<file path="src/svalloc_pkg.sv">
// Shared types and constants for the synth voice allocator.
// Transaction structs, the scan token passed along the voice chain and the commit bus.
// No dependencies.
`timescale 1ns / 1ps

package svalloc_pkg;

    localparam int SLOT_W = 4;
    localparam int NOTE_W = 7;
    localparam int VEL_W  = 7;
    localparam int SEED_W = 32;
    localparam int MASK_W = 16;
    localparam int ACT_W  = 2;

    // Input action codes
    typedef enum logic [ACT_W-1:0] {
        ACT_NOTE_ON  = 2'd0,
        ACT_NOTE_OFF = 2'd1,
        ACT_FINISH   = 2'd2
    } action_t;

    // Input transaction
    typedef struct packed {
        logic [ACT_W-1:0]  action;
        logic [NOTE_W-1:0] note_number;
        logic [VEL_W-1:0]  note_velocity;
        logic [SLOT_W-1:0] finished_voice;
    } event_item_t;

    // Output transaction
    typedef struct packed {
        logic [SLOT_W-1:0] voice_slot;
        logic              voice_started;
        logic              voice_stolen;
        logic [SEED_W-1:0] voice_seed;
        logic [MASK_W-1:0] released_mask;
    } result_item_t;

    // Operation carried by the token through the chain
    typedef enum logic [1:0] {
        OP_SCAN    = 2'd0,
        OP_RELEASE = 2'd1,
        OP_FINISH  = 2'd2
    } tok_op_t;

    // Token moving one cell per cycle
    typedef struct packed {
        logic              valid;
        tok_op_t           op;
        logic [NOTE_W-1:0] note;
        logic [SLOT_W-1:0] fin;
        logic              found_free;
        logic [SLOT_W-1:0] free_slot;
        logic              found_rel;
        logic [SLOT_W-1:0] rel_slot;
        logic [MASK_W-1:0] mask;
    } tok_t;

    // Which flagged cell takes the new note
    typedef enum logic [1:0] {
        SEL_FREE = 2'd0,
        SEL_REL  = 2'd1,
        SEL_ZERO = 2'd2
    } sel_t;

    // Broadcast voice start after a scan completes
    typedef struct packed {
        logic              en;
        sel_t              sel;
        logic [NOTE_W-1:0] note;
    } commit_t;

endpackage

</file>
<file path="src/svalloc_cell.sv">
// One voice cell of the allocator chain: holds active/released/note of a voice.
// Updates the passing token and registers it for the next cell.
// Depends on svalloc_pkg.
`timescale 1ns / 1ps

module svalloc_cell #(
    parameter int IDX = 0
) (
    input  logic                 clk,
    input  logic                 rst_n,
    input  svalloc_pkg::tok_t    tok_in,
    output svalloc_pkg::tok_t    tok_out,
    input  svalloc_pkg::commit_t commit
);
    import svalloc_pkg::*;

    localparam logic [SLOT_W-1:0] IDX_LO   = SLOT_W'(IDX);
    localparam bit                IN_MASK  = (IDX < MASK_W);
    localparam bit                IS_ZERO  = (IDX == 0);
    localparam logic [MASK_W-1:0] MASK_BIT = IN_MASK ? (MASK_W'(1) << IDX) : '0;

    logic              active_reg, active_next;
    logic              released_reg, released_next;
    logic [NOTE_W-1:0] note_reg, note_next;
    logic              pick_free_reg, pick_free_next;
    logic              pick_rel_reg, pick_rel_next;
    tok_t              tok_reg, tok_next;

    logic scan_here;
    logic free_first;
    logic rel_first;
    logic rel_hit;
    logic fin_hit;
    logic start_hit;

    // Token processing and local state update
    always_comb
    begin
        scan_here  = tok_in.valid && (tok_in.op == OP_SCAN);
        free_first = scan_here && !tok_in.found_free && !active_reg;
        rel_first  = scan_here && !tok_in.found_rel && active_reg && released_reg;
        rel_hit    = tok_in.valid && (tok_in.op == OP_RELEASE) && active_reg
                     && !released_reg && (note_reg == tok_in.note);
        fin_hit    = tok_in.valid && (tok_in.op == OP_FINISH) && IN_MASK
                     && (tok_in.fin == IDX_LO);
        start_hit  = commit.en && (((commit.sel == SEL_FREE) && pick_free_reg)
                     || ((commit.sel == SEL_REL) && pick_rel_reg)
                     || ((commit.sel == SEL_ZERO) && IS_ZERO));

        tok_next       = tok_in;
        active_next    = active_reg;
        released_next  = released_reg;
        note_next      = note_reg;
        pick_free_next = pick_free_reg;
        pick_rel_next  = pick_rel_reg;

        // scan: remember whether this cell is the first candidate of each kind
        if (scan_here)
        begin
            pick_free_next = free_first;
            pick_rel_next  = rel_first;
        end
        if (free_first)
        begin
            tok_next.found_free = 1'b1;
            tok_next.free_slot  = IDX_LO;
        end
        if (rel_first)
        begin
            tok_next.found_rel = 1'b1;
            tok_next.rel_slot  = IDX_LO;
        end

        // note off
        if (rel_hit)
        begin
            released_next = 1'b1;
            tok_next.mask = tok_in.mask | MASK_BIT;
        end

        // voice finished
        if (fin_hit)
        begin
            active_next   = 1'b0;
            released_next = 1'b0;
        end

        // voice start (never coincides with a token at this cell)
        if (start_hit)
        begin
            active_next   = 1'b1;
            released_next = 1'b0;
            note_next     = commit.note;
        end
    end

    always_ff @(posedge clk or negedge rst_n)
    begin
        if (!rst_n)
        begin
            active_reg    <= 1'b0;
            released_reg  <= 1'b0;
            note_reg      <= '0;
            pick_free_reg <= 1'b0;
            pick_rel_reg  <= 1'b0;
            tok_reg       <= '0;
        end
        else
        begin
            active_reg    <= active_next;
            released_reg  <= released_next;
            note_reg      <= note_next;
            pick_free_reg <= pick_free_next;
            pick_rel_reg  <= pick_rel_next;
            tok_reg       <= tok_next;
        end
    end

    assign tok_out = tok_reg;

endmodule

</file>
<file path="src/synth_voice_allocator.sv">
// Synth voice allocator top level: chain of NUM_VOICES voice cells plus control.
// Each event's token walks through every cell of the chain, one cell a cycle; its result is then registered
// and loaded into the output register. An ignored item skips the chain.
// One event at a time: event_stall stays high until the current result is loaded into the output register.
// A finished result waits in the output register while the next event is taken.
// Reset (rst_n, async low) clears all voices, the seed counter and program_valid.
// Depends on svalloc_pkg and svalloc_cell.
`timescale 1ns / 1ps

module synth_voice_allocator #(
    parameter int NUM_VOICES = 16
) (
    input  logic                      clk,
    input  logic                      rst_n,
    // event channel
    input  logic                      event_valid,
    output logic                      event_stall,
    input  svalloc_pkg::event_item_t  event_item,
    // result channel
    output logic                      result_valid,
    input  logic                      result_stall,
    output svalloc_pkg::result_item_t result_item,
    // configuration write
    input  logic                      cfg_valid,
    output logic                      cfg_ready,
    input  logic                      cfg_data
);
    import svalloc_pkg::*;

    typedef enum logic [2:0] {
        S_IDLE = 3'b001,
        S_SCAN = 3'b010,
        S_DONE = 3'b100
    } state_t;

    state_t            state_reg, state_next;
    logic              program_valid_reg, program_valid_next;
    logic [SEED_W-1:0] seed_reg, seed_next;
    result_item_t      res_reg, res_next;
    result_item_t      out_reg, out_next;
    logic              out_valid_reg, out_valid_next;

    tok_t              tok_chain [NUM_VOICES+1];
    tok_t              tok_head;
    tok_t              tok_end;
    commit_t           commit;
    logic              accept;
    logic              is_note_on;

    // Voice chain
    for (genvar i = 0; i < NUM_VOICES; i++)
    begin : g_cell
        svalloc_cell #(
            .IDX(i)
        ) u_cell (
            .clk    (clk),
            .rst_n  (rst_n),
            .tok_in (tok_chain[i]),
            .tok_out(tok_chain[i+1]),
            .commit (commit)
        );
    end

    assign tok_chain[0] = tok_head;
    assign tok_end      = tok_chain[NUM_VOICES];
    assign event_stall  = (state_reg != S_IDLE);
    assign accept       = event_valid && !event_stall;
    assign is_note_on   = (event_item.action == ACT_NOTE_ON) && (event_item.note_velocity != '0);
    assign cfg_ready    = 1'b1;

    // Token injection into the first cell
    always_comb
    begin
        tok_head      = '0;
        tok_head.note = event_item.note_number;
        tok_head.fin  = event_item.finished_voice;
        if (accept)
        begin
            unique case (action_t'(event_item.action))
                ACT_NOTE_ON:
                begin
                    tok_head.valid = is_note_on ? program_valid_reg : 1'b1;
                    tok_head.op    = is_note_on ? OP_SCAN : OP_RELEASE;
                end
                ACT_NOTE_OFF:
                begin
                    tok_head.valid = 1'b1;
                    tok_head.op    = OP_RELEASE;
                end
                ACT_FINISH:
                begin
                    tok_head.valid = 1'b1;
                    tok_head.op    = OP_FINISH;
                end
                default:
                begin
                    tok_head.valid = 1'b0;
                end
            endcase
        end
    end

    // Control, voice start and result assembly
    always_comb
    begin
        state_next         = state_reg;
        program_valid_next = program_valid_reg;
        seed_next          = seed_reg;
        res_next           = res_reg;
        out_next           = out_reg;
        out_valid_next     = out_valid_reg;
        commit             = '0;
        commit.note        = tok_end.note;

        if (cfg_valid && cfg_ready)
            program_valid_next = cfg_data;

        // output register drains
        if (out_valid_reg && !result_stall)
            out_valid_next = 1'b0;

        unique case (state_reg)
            S_IDLE:
            begin
                if (accept)
                begin
                    res_next   = '0;
                    state_next = tok_head.valid ? S_SCAN : S_DONE;
                end
            end
            S_SCAN:
            begin
                if (tok_end.valid)
                begin
                    res_next   = '0;
                    state_next = S_DONE;
                    if (tok_end.op == OP_SCAN)
                    begin
                        commit.en              = 1'b1;
                        res_next.voice_started = 1'b1;
                        res_next.voice_stolen  = !tok_end.found_free;
                        res_next.voice_seed    = seed_reg;
                        seed_next              = seed_reg + SEED_W'(1);
                        priority if (tok_end.found_free)
                        begin
                            commit.sel          = SEL_FREE;
                            res_next.voice_slot = tok_end.free_slot;
                        end
                        else if (tok_end.found_rel)
                        begin
                            commit.sel          = SEL_REL;
                            res_next.voice_slot = tok_end.rel_slot;
                        end
                        else
                        begin
                            commit.sel          = SEL_ZERO;
                            res_next.voice_slot = '0;
                        end
                    end
                    else if (tok_end.op == OP_RELEASE)
                    begin
                        res_next.released_mask = tok_end.mask;
                    end
                end
            end
            S_DONE:
            begin
                if (!out_valid_reg || !result_stall)
                begin
                    out_next       = res_reg;
                    out_valid_next = 1'b1;
                    state_next     = S_IDLE;
                end
            end
            default:
            begin
                state_next = S_IDLE;
            end
        endcase
    end

    always_ff @(posedge clk or negedge rst_n)
    begin
        if (!rst_n)
        begin
            state_reg         <= S_IDLE;
            program_valid_reg <= 1'b0;
            seed_reg          <= '0;
            out_valid_reg     <= 1'b0;
        end
        else
        begin
            state_reg         <= state_next;
            program_valid_reg <= program_valid_next;
            seed_reg          <= seed_next;
            out_valid_reg     <= out_valid_next;
        end
    end

    // Payload registers
    always_ff @(posedge clk)
    begin
        res_reg <= res_next;
        out_reg <= out_next;
    end

    assign result_valid = out_valid_reg;
    assign result_item  = out_reg;

endmodule

</file>
<file path="config.mk">
export PLATFORM = sky130hd
export DESIGN_NAME = synth_voice_allocator
export DESIGN_NICKNAME = d
export VERILOG_FILES = /design/src/svalloc_pkg.sv /design/src/svalloc_cell.sv /design/src/synth_voice_allocator.sv
export SDC_FILE = /design/constraint.sdc
export NUM_CORES = 1
export LEC_CHECK = 0
export ABC_AREA = 1
export BUFFER_PORTS_ARGS = -buffer_cell sky130_fd_sc_hd__clkbuf_2
export CORE_MARGIN = 4
export CORE_UTILIZATION = 40
export CTS_BUF_LIST = sky130_fd_sc_hd__clkbuf_16
export CTS_CLUSTER_SIZE = 24
export DETAILED_ROUTE_END_ITERATION = 7
export GPL_TIMING_DRIVEN = 1
export REMOVE_ABC_BUFFERS = 1
export SYNTH_ARGS = -nofsm -noshare
export SYNTH_HDL_FRONTEND = slang
export SYNTH_SLANG_ARGS = --single-unit
</file>
<file path="constraint.sdc">
create_clock -name clk -period 7.9 [get_ports clk]
set_clock_uncertainty 0.15 [all_clocks]
set_input_delay 0.79 -clock clk [delete_from_list [all_inputs] [get_ports clk]]
set_output_delay 0.79 -clock clk [all_outputs]
set_load 0.03 [all_outputs]
</file>
==> flow_metrics.tcl <==
set metrics [dict create \
    status "finished, final reports clean" \
    place_inst 3692 \
    synth-seq-area-share_pct 71.3 \
    crit_type "reg -> reg" \
    final_cells 3841 \
    ant_nets 0 \
    first_global_vias 18600 \
    viasPerCell 4.70 \
    yosysWarnings 0 \
    cts_resized 0 \
    ctsHoldBuffers 1 \
    startpoint "state_reg[2]" \
    setup-tns-final_ns 0 \
    first_pass_iters 5 \
    detailed_place_hpwl_mm 41.9 \
    cts.htree.levels 3 \
    slowest_stage "nor2_4" \
    grt-ovfl-total 0 \
    tightestPinTransition_ns 1.19 \
    yosys.area.top_type "dfrtp_1" \
    leakagePower_nw 16.2 \
    diodes 0 \
    cap_violations 0 \
    post_cts_buffers 0 \
    pre_cts_ws_ns 4.77 \
    period_needed_ns 3.14 \
    core-area_um2 71700 \
    vias 18100 \
    p_per_area_nw_per_um2 288 \
    cp_slowest_stage_delay_ns 0.51 \
    chipHeight_um 278 \
    rrSetupSlack_ns 4.76 \
    grt_pass1_wl_mm 99.1 \
    clock_path_buffers 3 \
    drive_gt1_share_pct 10.1 \
    critical_path.cell_chain "nor3_4 -> nand2_2 -> nor2_4 -> buf_4 -> nand3_1 -> nand2_1 -> inv_1 -> nand2_1 -> o21ai_1" \
    ys_types 43 \
    synth_edf_count 108 \
    clock-sinks 807 \
    synth_top_area_share_pct 60.0 \
    totalWireLength_mm 61.0 \
    drt_iter0_drc 1408 \
    rsz0062_at_grt "no" \
    syn_area_um2 29100 \
    ios 83 \
    setup_ws_ns 4.76 \
    die-area_um2 77100 \
    crit_path_frequent_cell "nand2_1" \
    reg2reg_depth 9 \
    synthTopCellsByArea "dfrtp_1 (60%), edfxtp_1 (11%), nand2_1 (7.1%)" \
    path_max_fanout 38 \
    grt_antenna_before_repair 2 \
    die_x_um 278 \
    fmax_ghz 0.318 \
    root_buffer "clkbuf_16" \
    nets 2855 \
    grt_usage_pct 16.1 \
    end_kind "flip-flop" \
    cp-start-kind "flip-flop" \
    largest_reg_flops 486 \
    rr_endpoint "g_cell[15].u_cell.note_reg[4]" \
    area_growth_pct 14.2 \
    gp_congestion 0.859 \
    numCtsBuffers 80 \
    hold_class "in -> reg" \
    grt_max_degree 196 \
    rows 98 \
    crit_arrival_ns 3.46 \
    numPortBuffers 81 \
    start_util_pct 40.6 \
    slew_viol_final 0 \
    clkLatencyLatePin_ns 0.63 \
    required_ns 8.22 \
    max_slew_margin_pct 20.2 \
    crit_end "g_cell[15].u_cell.note_reg[4]" \
    wire_per_inst_um 15.9 \
    clk_pin_slew_ns 0.06 \
    ys_ff_latch 807 \
    ir_drop_mv 0.176 \
    syn_area_per_cell_um2 10.8 \
    drc 0 \
    synth_cells 2684 \
    cts_tree "done" \
    hold_viol 0 \
    setup_violations 0 \
    synth_flop_cell "dfrtp_1" \
    synthArstFlopShare_pct 86.6 \
    fin_crit_sh_pct 39.7 \
    r2r-start "state_reg[2]" \
]
==> cells by family after synthesis <==
family	share of synthesized area, %
multiplexers	0.0387
AND/OR/NAND/NOR	17.2
buffers and inverters	6.47
flip-flops	71.3
AO/OA/AOI/OAI	3.71
adder cells (fa/ha/maj)	0.172
XOR/XNOR	1.11
other	0.0129
==> final cells by class <==
type / instances / area (um2)
clock inverter: 68 / 542
sequential: 807 / 20700
multi-input combinational: 1387 / 6500
clock buffer: 80 / 2000
fill: 6526 / 38500
tap: 950 / 1190
inverter: 457 / 1720
timing repair buffer: 92 / 538
==> cells in the final DEF (no fill, tap or decap), drive strengths merged, types with 11 or more instances in the layout <==
cell and count:
o22ai 16, dfrtp 698, nor2 266, nand3 79, clkbuf 160, buf 11, inv 475, a21oi 15
xor2 25, nand2 567, nor3 62, nor3b 14, nor4 30, xnor2 12, clkinv 41, edfxtp 108
o21ai 163, or2 49, nand4 61
==> power by group <==
part | total (W) | switching [W] | internal, W
Clock | 0.00366 | 0.00157 | 0.00209
Combinational | 0.000903 | 0.000682 | 0.000221
Sequential | 0.00501 | 0.000212 | 0.00480
==> critical path: cells and delay by family (launching register included) <==
family | cells | cell delay (ns)
AOI/OAI and AO/OA | 1 | 0.08
buffers and inverters | 2 | 0.58
DFF | 1 | 0.41
and+or+nand+nor | 6 | 1.76
==> worst min-delay path by stage <==
stage	startpoint	endpoint	slack [ns]	cells after the start
floorplan	g_cell[9].u_cell.tok_out[0]	g_cell[10].u_cell.tok_out[0]	0.18	0
global placement	g_cell[1].u_cell.tok_out[1]	g_cell[2].u_cell.tok_out[1]	0.18	0
detailed placement	g_cell[10].u_cell.tok_out[4]	g_cell[11].u_cell.tok_out[4]	0.18	0
CTS	event_item[1]	g_cell[0].u_cell.tok_out[27]	0.09	1
global route	event_item[12]	g_cell[0].u_cell.tok_out[31]	0.1	1
finish	event_item[1]	g_cell[0].u_cell.tok_out[27]	0.13	1
==> cells in the mapped netlist, types with 25 or more instances <==
library cell  instances
nand3_1              77
nor2_1              259
o21ai_0              94
nor4_1               30
nor3_1               58
nand4_1              61
inv_1               454
or2_2                49
dfrtp_1             698
edfxtp_1            108
o21ai_1              69
xor2_1               25
nand2_1             554
==> metrics by stage <==
step | hold slack [ns] | utilization (%) | total power (W) | area [um2]
finish | 0.134 | 46.3 | 0.00957 | 33200
global route | 0.0989 | 46.3 | 0.0100 | 33200
CTS | 0.0907 | 46.3 | 0.00971 | 33200
detailed placement | 0.185 | 42.7 | 0.00601 | 30700
global placement | 0.181 | 42.7 | 0.00598 | 30700
floorplan | 0.181 | - | 0.00560 | 28900
==> metal layers <==
layer / vias up / global-route usage [%] / part of all wire (%)
li1: 8707 / - / -
met1: 8749 / 21.6 / 45
met2: 465 / 26.3 / 47
met3: 137 / 3.00 / 4.9
met4: 0 / 5.77 / 3.4
met5: - / 0 / 0
No activity file was read; power rests on OpenSTA's default activity.
